==> config.mk <==
export PLATFORM = sky130hd
export DESIGN_NAME = hptf_scale
export DESIGN_NICKNAME = d
export VERILOG_FILES = /design/src/hptf_pkg.sv /design/src/hptf_scale.sv
export SDC_FILE = /design/constraint.sdc
export NUM_CORES = 2
export LEC_CHECK = 0
export ABC_AREA = 1
export BUFFER_PORTS_ARGS = -buffer_cell sky130_fd_sc_hd__buf_2
export CAP_MARGIN = 20
export CORE_MARGIN = 10
export CORE_UTILIZATION = 50
export DETAILED_ROUTE_END_ITERATION = 8
export PLACE_DENSITY = 0.66
export REMOVE_ABC_BUFFERS = 1
export SETUP_SLACK_MARGIN = 0.15
export SYNTH_ARGS = -nofsm -noshare
export SYNTH_HDL_FRONTEND = slang
export SYNTH_SLANG_ARGS = --single-unit
==> constraint.sdc <==
create_clock -name clk_i -period 8.3 [get_ports clk_i]
set_input_delay 1.66 -clock clk_i [delete_from_list [all_inputs] [get_ports clk_i]]
set_output_delay 1.66 -clock clk_i [all_outputs]
set_load 0.05 [all_outputs]
==> src/hptf_pkg.sv <==
package hptf_pkg;

  localparam int unsigned FIELD_LENGTH_DEF = 10500;
  localparam int unsigned FIELD_WIDTH_DEF  = 6800;
  localparam int unsigned IMG_W            = 1920;
  localparam int unsigned IMG_H            = 1080;

  localparam int unsigned NUM_REGS     = 8;
  localparam int unsigned REG_IDX_W    = 3;
  localparam int unsigned REG_W        = 64;
  localparam int unsigned REGS_PER_CAM = 4;

  localparam logic [1:0] REG_COEF_A = 2'd0;
  localparam logic [1:0] REG_COEF_B = 2'd1;
  localparam logic [1:0] REG_COEF_C = 2'd2;
  localparam logic [1:0] REG_COEF_D = 2'd3;

  localparam logic [REG_W-1:0] COEF_UNITY = 64'd65536;

  localparam int unsigned PIX_W   = 12;
  localparam int unsigned OUT_W   = 24;
  localparam int unsigned SUM_W   = 47;
  localparam int unsigned MAG_W   = 46;
  localparam int unsigned QSHIFT  = 14;
  localparam int unsigned NUM_W   = 59;
  localparam int unsigned DEN_W   = 46;
  localparam int unsigned QM_W    = 32;
  localparam int unsigned K_W     = 20;
  localparam int unsigned PROD_W  = QM_W + K_W;
  localparam int unsigned CDEN_W  = 12;

  localparam logic [CDEN_W-1:0] DEN_X = CDEN_W'(2 * IMG_W);
  localparam logic [CDEN_W-1:0] DEN_Y = CDEN_W'(IMG_H);

  localparam int unsigned CLP_W  = 37;
  localparam int unsigned CLP_LO = 18;
  localparam int unsigned RCP_W  = 27;
  localparam int unsigned RQ_W   = 27;
  localparam int unsigned RSUM_W = 64;

  localparam logic [RCP_W-1:0] RCP_X = RCP_W'((64'd1 << CLP_W) / (2 * IMG_W));
  localparam logic [RCP_W-1:0] RCP_Y = RCP_W'((64'd1 << CLP_W) / IMG_H);

  typedef struct packed {
    logic cam;
    logic fault;
    logic neg_x;
    logic neg_y;
  } side_t;

endpackage

==> src/hptf_scale.sv <==
module hptf_scale
  import hptf_pkg::*;
#(
  parameter int unsigned FIELD_LENGTH = FIELD_LENGTH_DEF,
  parameter int unsigned FIELD_WIDTH  = FIELD_WIDTH_DEF
) (
  input  logic               clk_i,
  input  logic               rst_ni,
  input  logic               en_i,
  input  logic               valid_i,
  input  logic [NUM_W-1:0]   qx_i,
  input  logic [NUM_W-1:0]   qy_i,
  input  side_t              side_i,
  output logic               valid_o,
  output logic [OUT_W-1:0]   field_x_o,
  output logic [OUT_W-1:0]   field_y_o,
  output logic               fault_o
);

  localparam logic [K_W-1:0] KX   = K_W'(FIELD_LENGTH * 16);
  localparam logic [K_W-1:0] KY   = K_W'(FIELD_WIDTH * 16);
  localparam logic [K_W-1:0] OFS  = K_W'((FIELD_LENGTH / 2) * 16);
  localparam int unsigned    MH_W = RCP_W + CLP_W - CLP_LO;
  localparam int unsigned    ML_W = RCP_W + CLP_LO;
  localparam int unsigned    RM_W = CLP_W + 2;
  localparam int unsigned    VW   = RQ_W + 3;

  logic [QM_W-1:0]   qmx, qmy;
  logic              vm_q;
  logic [PROD_W-1:0] px_q, py_q;
  side_t             sm_q;

  logic [CLP_W-1:0]  pcx_d, pcy_d;
  logic              vr_q;
  logic [CLP_W-1:0]  pcx_q, pcy_q;
  logic [MH_W-1:0]   mhx_q, mhy_q;
  logic [ML_W-1:0]   mlx_q, mly_q;
  side_t             sr_q;

  logic [RSUM_W-1:0] rsx_d, rsy_d;
  logic              vs_q;
  logic [CLP_W-1:0]  psx_q, psy_q;
  logic [RQ_W-1:0]   q0x_q, q0y_q;
  side_t             ss_q;

  logic [RM_W-1:0]   remx_d, remy_d;
  logic              vt_q;
  logic [RM_W-1:0]   remx_q, remy_q;
  logic [RQ_W-1:0]   qtx_q, qty_q;
  side_t             st_q;

  logic              vc_q;
  logic [RQ_W-1:0]   qcx_q, qcy_q;
  side_t             sc_q;

  logic signed [VW-1:0] vx, vy;
  logic [OUT_W-1:0]  fx_d, fy_d;
  logic              v_q;
  logic [OUT_W-1:0]  fx_q, fy_q;
  logic              fault_q;

  localparam logic signed [VW-1:0] SMAX = VW'((64'd1 << (OUT_W - 1)) - 64'd1);
  localparam logic signed [VW-1:0] SMIN = -VW'(64'd1 << (OUT_W - 1));

  always_comb begin
    qmx = (|qx_i[NUM_W-1:QM_W-1]) ? QM_W'(64'd1 << (QM_W - 1)) : qx_i[QM_W-1:0];
    qmy = (|qy_i[NUM_W-1:QM_W-1]) ? QM_W'(64'd1 << (QM_W - 1)) : qy_i[QM_W-1:0];
  end

  always_ff @(posedge clk_i or negedge rst_ni) begin
    if (!rst_ni) begin
      vm_q <= 1'b0;
      vr_q <= 1'b0;
      vs_q <= 1'b0;
      vt_q <= 1'b0;
      vc_q <= 1'b0;
      v_q  <= 1'b0;
    end else if (en_i) begin
      vm_q <= valid_i;
      vr_q <= vm_q;
      vs_q <= vr_q;
      vt_q <= vs_q;
      vc_q <= vt_q;
      v_q  <= vc_q;
    end
  end

  // saturate the product early: any quotient past the clamp saturates anyway
  always_comb begin
    pcx_d  = (|px_q[PROD_W-1:CLP_W]) ? {CLP_W{1'b1}} : px_q[CLP_W-1:0];
    pcy_d  = (|py_q[PROD_W-1:CLP_W]) ? {CLP_W{1'b1}} : py_q[CLP_W-1:0];
    rsx_d  = (RSUM_W'(mhx_q) << CLP_LO) + RSUM_W'(mlx_q);
    rsy_d  = (RSUM_W'(mhy_q) << CLP_LO) + RSUM_W'(mly_q);
    remx_d = RM_W'(psx_q) - RM_W'(q0x_q) * RM_W'(DEN_X);
    remy_d = RM_W'(psy_q) - RM_W'(q0y_q) * RM_W'(DEN_Y);
  end

  always_ff @(posedge clk_i) begin
    if (en_i) begin
      px_q   <= PROD_W'(qmx) * PROD_W'(KX);
      py_q   <= PROD_W'(qmy) * PROD_W'(KY);
      sm_q   <= side_i;

      pcx_q  <= pcx_d;
      pcy_q  <= pcy_d;
      mhx_q  <= MH_W'(pcx_d[CLP_W-1:CLP_LO]) * MH_W'(RCP_X);
      mlx_q  <= ML_W'(pcx_d[CLP_LO-1:0]) * ML_W'(RCP_X);
      mhy_q  <= MH_W'(pcy_d[CLP_W-1:CLP_LO]) * MH_W'(RCP_Y);
      mly_q  <= ML_W'(pcy_d[CLP_LO-1:0]) * ML_W'(RCP_Y);
      sr_q   <= sm_q;

      psx_q  <= pcx_q;
      psy_q  <= pcy_q;
      q0x_q  <= rsx_d[RSUM_W-1:CLP_W];
      q0y_q  <= rsy_d[RSUM_W-1:CLP_W];
      ss_q   <= sr_q;

      remx_q <= remx_d;
      remy_q <= remy_d;
      qtx_q  <= q0x_q;
      qty_q  <= q0y_q;
      st_q   <= ss_q;

      // estimate is at most one below the quotient
      qcx_q  <= qtx_q + RQ_W'(remx_q >= RM_W'(DEN_X));
      qcy_q  <= qty_q + RQ_W'(remy_q >= RM_W'(DEN_Y));
      sc_q   <= st_q;
    end
  end

  always_comb begin
    vx = $signed({3'b000, qcx_q});
    vy = $signed({3'b000, qcy_q});
    if (sc_q.neg_x) begin
      vx = -vx;
    end
    if (sc_q.neg_y) begin
      vy = -vy;
    end
    if (sc_q.cam) begin
      vx = vx + $signed(VW'(OFS));
    end
    priority if (vx > SMAX) begin
      fx_d = SMAX[OUT_W-1:0];
    end else if (vx < SMIN) begin
      fx_d = SMIN[OUT_W-1:0];
    end else begin
      fx_d = vx[OUT_W-1:0];
    end
    priority if (vy > SMAX) begin
      fy_d = SMAX[OUT_W-1:0];
    end else if (vy < SMIN) begin
      fy_d = SMIN[OUT_W-1:0];
    end else begin
      fy_d = vy[OUT_W-1:0];
    end
    if (sc_q.fault) begin
      fx_d = '0;
      fy_d = '0;
    end
  end

  always_ff @(posedge clk_i) begin
    if (en_i) begin
      fx_q    <= fx_d;
      fy_q    <= fy_d;
      fault_q <= sc_q.fault;
    end
  end

  assign valid_o   = v_q;
  assign field_x_o = fx_q;
  assign field_y_o = fy_q;
  assign fault_o   = fault_q;

endmodule

; Yosys cells after proc, flatten, opt, wreduce, memory -nomap -nowiden
; Cells that the tools add are included.
[word_totals]
reg_bits = 724
in_bits = 126
out_inout_bits = 50
wordCells = 89
[op_classes]
n_addsub = 9
mul = 8
order_cmp = 6
muxes = 11
n_reduce_logical = 6
[ops]
columns = op, n
row1 = 30-bit two-way mux, 3
row2 = 37-bit two-way mux, 2
row3 = 63-bit by 44-bit adder with 64-bit output, 1
row4 = 64-bit by 45-bit adder with 64-bit output, 1
row5 = 32-bit two-way mux, 2
row6 = 30-bit by 24-bit > comparator with 1-bit output (second input constant), 2
row7 = 30-bit by 24-bit less-than comparator with 1-bit output (second input constant), 2
row8 = 27-bit negation with 30-bit output, 2
row9 = 28-bit OR reduction, 2
row10 = 27-bit by 1-bit adder with 27-bit output, 2
row11 = 24-bit two-way mux, 2
row12 = 23-bit two-way mux, 2
row13 = 19-bit by 26-bit multiplier with 45-bit output (second input constant), 1
row14 = 18-bit by 26-bit multiplier with 44-bit output (second input constant), 1
row15 = 19-bit by 25-bit multiplier with 44-bit output (second input constant), 1
row16 = 32-bit by 12-bit multiplier with 44-bit output (second input constant), 1
row17 = 18-bit by 25-bit multiplier with 43-bit output (second input constant), 1
row18 = 32-bit by 9-bit multiplier with 41-bit output (second input constant), 1
row19 = 39-bit by 11-bit greater-or-equal comparator with 1-bit output (second input constant), 1
row20 = 39-bit by 12-bit greater-or-equal comparator with 1-bit output (second input constant), 1
row21 = 37-bit by 38-bit subtractor with 39-bit output, 1
row22 = 37-bit by 39-bit subtractor with 39-bit output, 1
row23 = 27-bit by 8-bit multiplier with 35-bit output (second input constant), 1
row24 = 27-bit by 4-bit multiplier with 31-bit output (second input constant), 1
row25 = 4 further kinds, 5

; Logic depth before layout (Yosys ltp)
[logic_depth]
depth_word = 7
mapped_depth = 36
mapped_depth_nobuf = 33

; Worst setup path after synthesis
; Ideal clock, no wire load.
[synth_path]
path_type = reg-to-reg
from = reg py_q[38]
to = reg mly_q[44] (data pin)
setup_ps = 262
arrival_ps = 7178
t_required_ps = 8038
setup_slack_ps = 860
stages_incl_launch_ff = 30
n_path_buf = 2
synth_period_minus_slack_ps = 7440
path_cell_list = edfxtp_1 -> nor2_1 -> nand2_1 -> nor2_1 -> nand2_1 -> clkbuf_1 -> buf_1 -> nor2_1 -> inv_1 -> ha_1 -> inv_1 -> fa_1 -> inv_1 -> fa_1 -> inv_1 -> fa_1 -> fa_1 -> inv_1 -> fa_1 -> ha_1 -> nand2_1 -> nor2_1 -> nand4_1 -> o21ai_0 -> a21boi_0 -> o21ai_0 -> nand2_1 -> a21oi_1 -> a21oi_1 -> xor2_1
[synth_between]
elab_chain_cells = 3
[synth_lines]
columns = element, line_no
row1 = "start, declared", hptf_scale.sv:30  ; logic [PROD_W-1:0] px_q, py_q;
row2 = "start signal, assigned", hptf_scale.sv:101  ; py_q <= PROD_W'(qmy) * PROD_W'(KY);
row3 = 12-bit OR reduction, hptf_scale.sv:91  ; pcy_d = (|py_q[PROD_W-1:CLP_W]) ? {CLP_W{1'b1}} : py_q[CLP_W-1:0];
row4 = 37-bit two-way mux, hptf_scale.sv:91
row5 = named net pcy_d[0], hptf_scale.sv:33  ; logic [CLP_W-1:0] pcx_d, pcy_d;
row6 = 18-bit by 26-bit multiplier with 44-bit output, hptf_scale.sv:109  ; mly_q <= ML_W'(pcy_d[CLP_LO-1:0]) * ML_W'(RCP_Y);
row7 = "end signal, assigned", hptf_scale.sv:109
row8 = "end, declared", hptf_scale.sv:37  ; logic [ML_W-1:0] mlx_q, mly_q;
; The timed path passes the listed nets, and every way through them passes these cells.
; A chain may end at the register's enable or synchronous reset.

; Final worst setup path
[layout_path]
from = reg py_q[47]
to = reg mhy_q[43] (data pin)
[layout_between]
elab_chain_cells = 3
[layout_lines]
columns = element, line_no
row1 = 12-bit OR reduction, hptf_scale.sv:91
row2 = 37-bit two-way mux, hptf_scale.sv:91
row3 = named net pcy_d[27], hptf_scale.sv:33
row4 = 19-bit by 26-bit multiplier with 45-bit output, hptf_scale.sv:108  ; mhy_q <= MH_W'(pcy_d[CLP_W-1:CLP_LO]) * MH_W'(RCP_Y);
row5 = "end signal, assigned", hptf_scale.sv:108
row6 = "end, declared", hptf_scale.sv:36  ; logic [MH_W-1:0] mhx_q, mhy_q;
; The timed path passes the listed nets, and every way through them passes these cells.

==> run metrics <==
outcome=completed; LEAKAGE=approximately 35 nW; Post-DP HPWL=131 mm; Synth Instances=~7,000; CP arrival=a little over 8 ns; drt wl/cell=17.1 um; row count=~130; Max Cap Viol=0; Max VDD drop=around 220 uV; setup TNS=0 ns; area leader, netlist=edfxtp_1; Tcrit/Tclk final=slightly above 90%; Netlist cell types=68; vias in the first global route=around 49,000; DR iter-0 viols=~2,700; pre-CTS WS=about 0.31 ns; vias per cell=between 5 and 6; Sink Count=between 600 and 700; clk buf depth=3; IO Pins=176; CTS tree=done; CP Class=reg -> reg; root buf cell=clkbuf_16; RSZ-0062 raised after global routing=no; clk_lat worst skew=between 0.7 and 0.8 ns; max frequency=131 MHz; Post-synth EDFFs=approximately 630; Die ar.=between 100,000 and 150,000 sq um; GRT overflow=0; r2r startpoint=py_q[47]$_DFFE_PP_; Reg2Reg Depth=29; Async S/R FF share, synth=less than 1%; slowest cell on the critical path=fa_1; reg2reg end=mhy_q[43]$_DFFE_PP_; max-slew violation count=0; area of the multi-input gates=approximately 42,000 sq um; Cell Area, Synth=about 67,000 sq um; top_reg_cell synth=edfxtp_1; Total Routing Usage GR=roughly a fifth; Num CTS Buffers=79; worst hold stages=0; Rel. slew slack=a little over a third; ANT cells=0; yosys warns=0; Port Buffers=around 180; Register Area=about 19,000 sq um; drt pass-1 iters=7; Worst Hold Launch=pcx_q[16]$_DFFE_PP_; Die W=about 390 um; Nets=8,961; Final Critical Period=~7.6 ns; first-pass GRT wire length=between 200 and 300 mm; Std-Cell Core Area=around 130,000 sq um; Final Skew=between 0.04 and 0.05 ns; critical path's most frequent cell=inv_1; Synth area leaders=edfxtp_1 (29%), ha_1 (19%), fa_1 (18%); pwr dens=roughly 180 nW/um^2; Die Y=roughly 390 um; setup violators final=0; H-tree depth=3; Starting Density=between 50% and 60%; Via Count=47,000; final worst slack=between 0.6 and 0.7 ns; DRC Markers=0; initial antenna violation count=0; Final ANT Viol Nets=0; CP Data Required Time=8.71 ns; Worst-path clk slew=approximately 0.06 ns; Startpoint Class=register; top cell type's share of synthesized area=roughly 29%; Worst-Margin Slew=slightly below 1 ns; P&R area growth vs syn=8.67%; post-synthesis sequential element count=640; final hold vios=0; sequential-to-total area share from yosys stat=between 20% and 30%; Placer Congestion=0.950; CP Capture Type=register; Worst setup startpoint=py_q[47]$_DFFE_PP_; hold crit path type=reg -> reg; final WL=155 mm; hold path endpoint=psx_q[16]$_DFFE_PP_; number of fill cells=11,800; layout cells sized above 1=under 10%; slack of the worst reg-to-reg path=0.66 ns; Mean Syn Cell Area=~9.6 sq um; CP max stage delay=0.55 ns; largest net degree at the start of global routing=~170; CP Max Fanout=8
## worst max-delay path: cells and delay by family, from the launching register on
family / cells / cell delay (ns)
and+or+nand+nor: 10 / 1.76
adders and majority gates: 7 / 3.34
xor gates and xnor gates: 1 / 0.15
AOI/OAI and AO/OA: 3 / 0.74
DFF: 1 / 0.36
buffers and inverters: 8 / 1.01
## state kept, by name, indices dropped and copies added (netlist names), 30 cells and up
register	flops
py_q	41
mhy_q	42
pcy_q	30
remy_q	36
px_q	44
psy_q	30
mhx_q	40
remx_q	31
## logic make-up (layout without fill, tap and decap cells)
logic type,Yosys count,in the layout,synth area share [%]
and+or+nand+nor,1782,1782,11.6
adders and majority gates,1607,1607,36.9
buffers and inverters,1576,1885,8.98
AOI/OAI and AO/OA,892,892,7.69
DFF,640,640,28.8
xor gates and xnor gates,459,459,6.04
other,2,21,0.0113
## layout by cell type (no fill, tap or decap), drive strengths merged, types with 3 or more instances in the layout
cell type and instances:
o31ai 14, clkinv 25, and2 3, a211oi 8, nand3 196, o21ai 223
o21bai 14, a21oi 447, nand3b 7, nor3b 7, nor4 53, nand4 67
nor3 60, a21o 20, xnor2 169, clkbuf 90, o21a 42, or2 38
xor2 290, a31oi 39, buf 212, o211ai 18, o221ai 17, a221oi 13
a41oi 3, bufinv 5, edfxtp 634, fa 600, and3 4, dfrtp 6
nor2 470, conb 21, clkinvlp 8, inv 1545, nand2 874, ha 1007
a21boi 23
## per-layer routing
metal / track usage [%] / part of all wire [%] / wire length [um]
met5: 0 / 0 / 0
met4: 6.49 / 3.1 / 4720
met3: 2.53 / 3.5 / 5490
met2: 37.4 / 50 / 77500
met1: 26.6 / 43 / 67000
## Yosys cell counts (all sizes together) (53+ instances only)
cell,n
a21oi,447
edfxtp,634
fa,600
ha,1007
inv,1533
nand2,874
nand3,196
nand4,67
nor2,470
nor3,60
nor4,53
o21ai,223
xnor2,169
xor2,290
## how the worst max path moves through the flow
stage               depth (start not counted)  slack, ns                   to
detailed placement                         25       0.31  mly_q[44]$_DFFE_PP_
floorplan                                  25       0.28  mly_q[44]$_DFFE_PP_
global placement                           27       0.38  mhy_q[43]$_DFFE_PP_
CTS                                        25       0.27  mly_q[44]$_DFFE_PP_
finish                                     29       0.66  mhy_q[43]$_DFFE_PP_
global route                               26       0.16  mly_q[44]$_DFFE_PP_
## area by class of cell
type                            instances  share of cell area (%)
Multi-Input combinational cell       4761                    57.4
Sequential cell                       640                    26.5
Inverter                             1534                    7.94
Tap cell                             1755                    3.03
Clock buffer                           90                    2.78
Timing Repair Buffer                  212                    1.66
Clock inverter                         49                   0.718
## metrics by stage
| step | total power [mW] | util (%) | instances | hold slack, ns | cell area (sq um) |
|---|---|---|---|---|---|
| finish | 12.9 | 54.9 | 9041 | 0.413 | 72500 |
| global route | 13.8 | 54.9 | 9041 | 0.425 | 72500 |
| CTS | 13.0 | 54.9 | 9038 | 0.415 | 72500 |
| detailed placement | 9.49 | 53.0 | 8899 | 0.405 | 69900 |
| global placement | 9.39 | 53.0 | 8899 | 0.404 | 69900 |
| floorplan | 8.23 | - | 6935 | 0.400 | 66500 |
## timing repair
action	4_1_cts	5_1_grt
buffers inserted	0	3
resized for setup	0	2
hold buffers	0	0
endpoints found under the setup margin	0	21
## power by group
group / total [mW] / switching, mW / internal [mW]
Clock: 3.40 / 1.47 / 1.93
Combinational: 5.13 / 3.18 / 1.95
Sequential: 4.34 / 0.174 / 4.16
No activity file was read; power rests on OpenSTA's default activity.
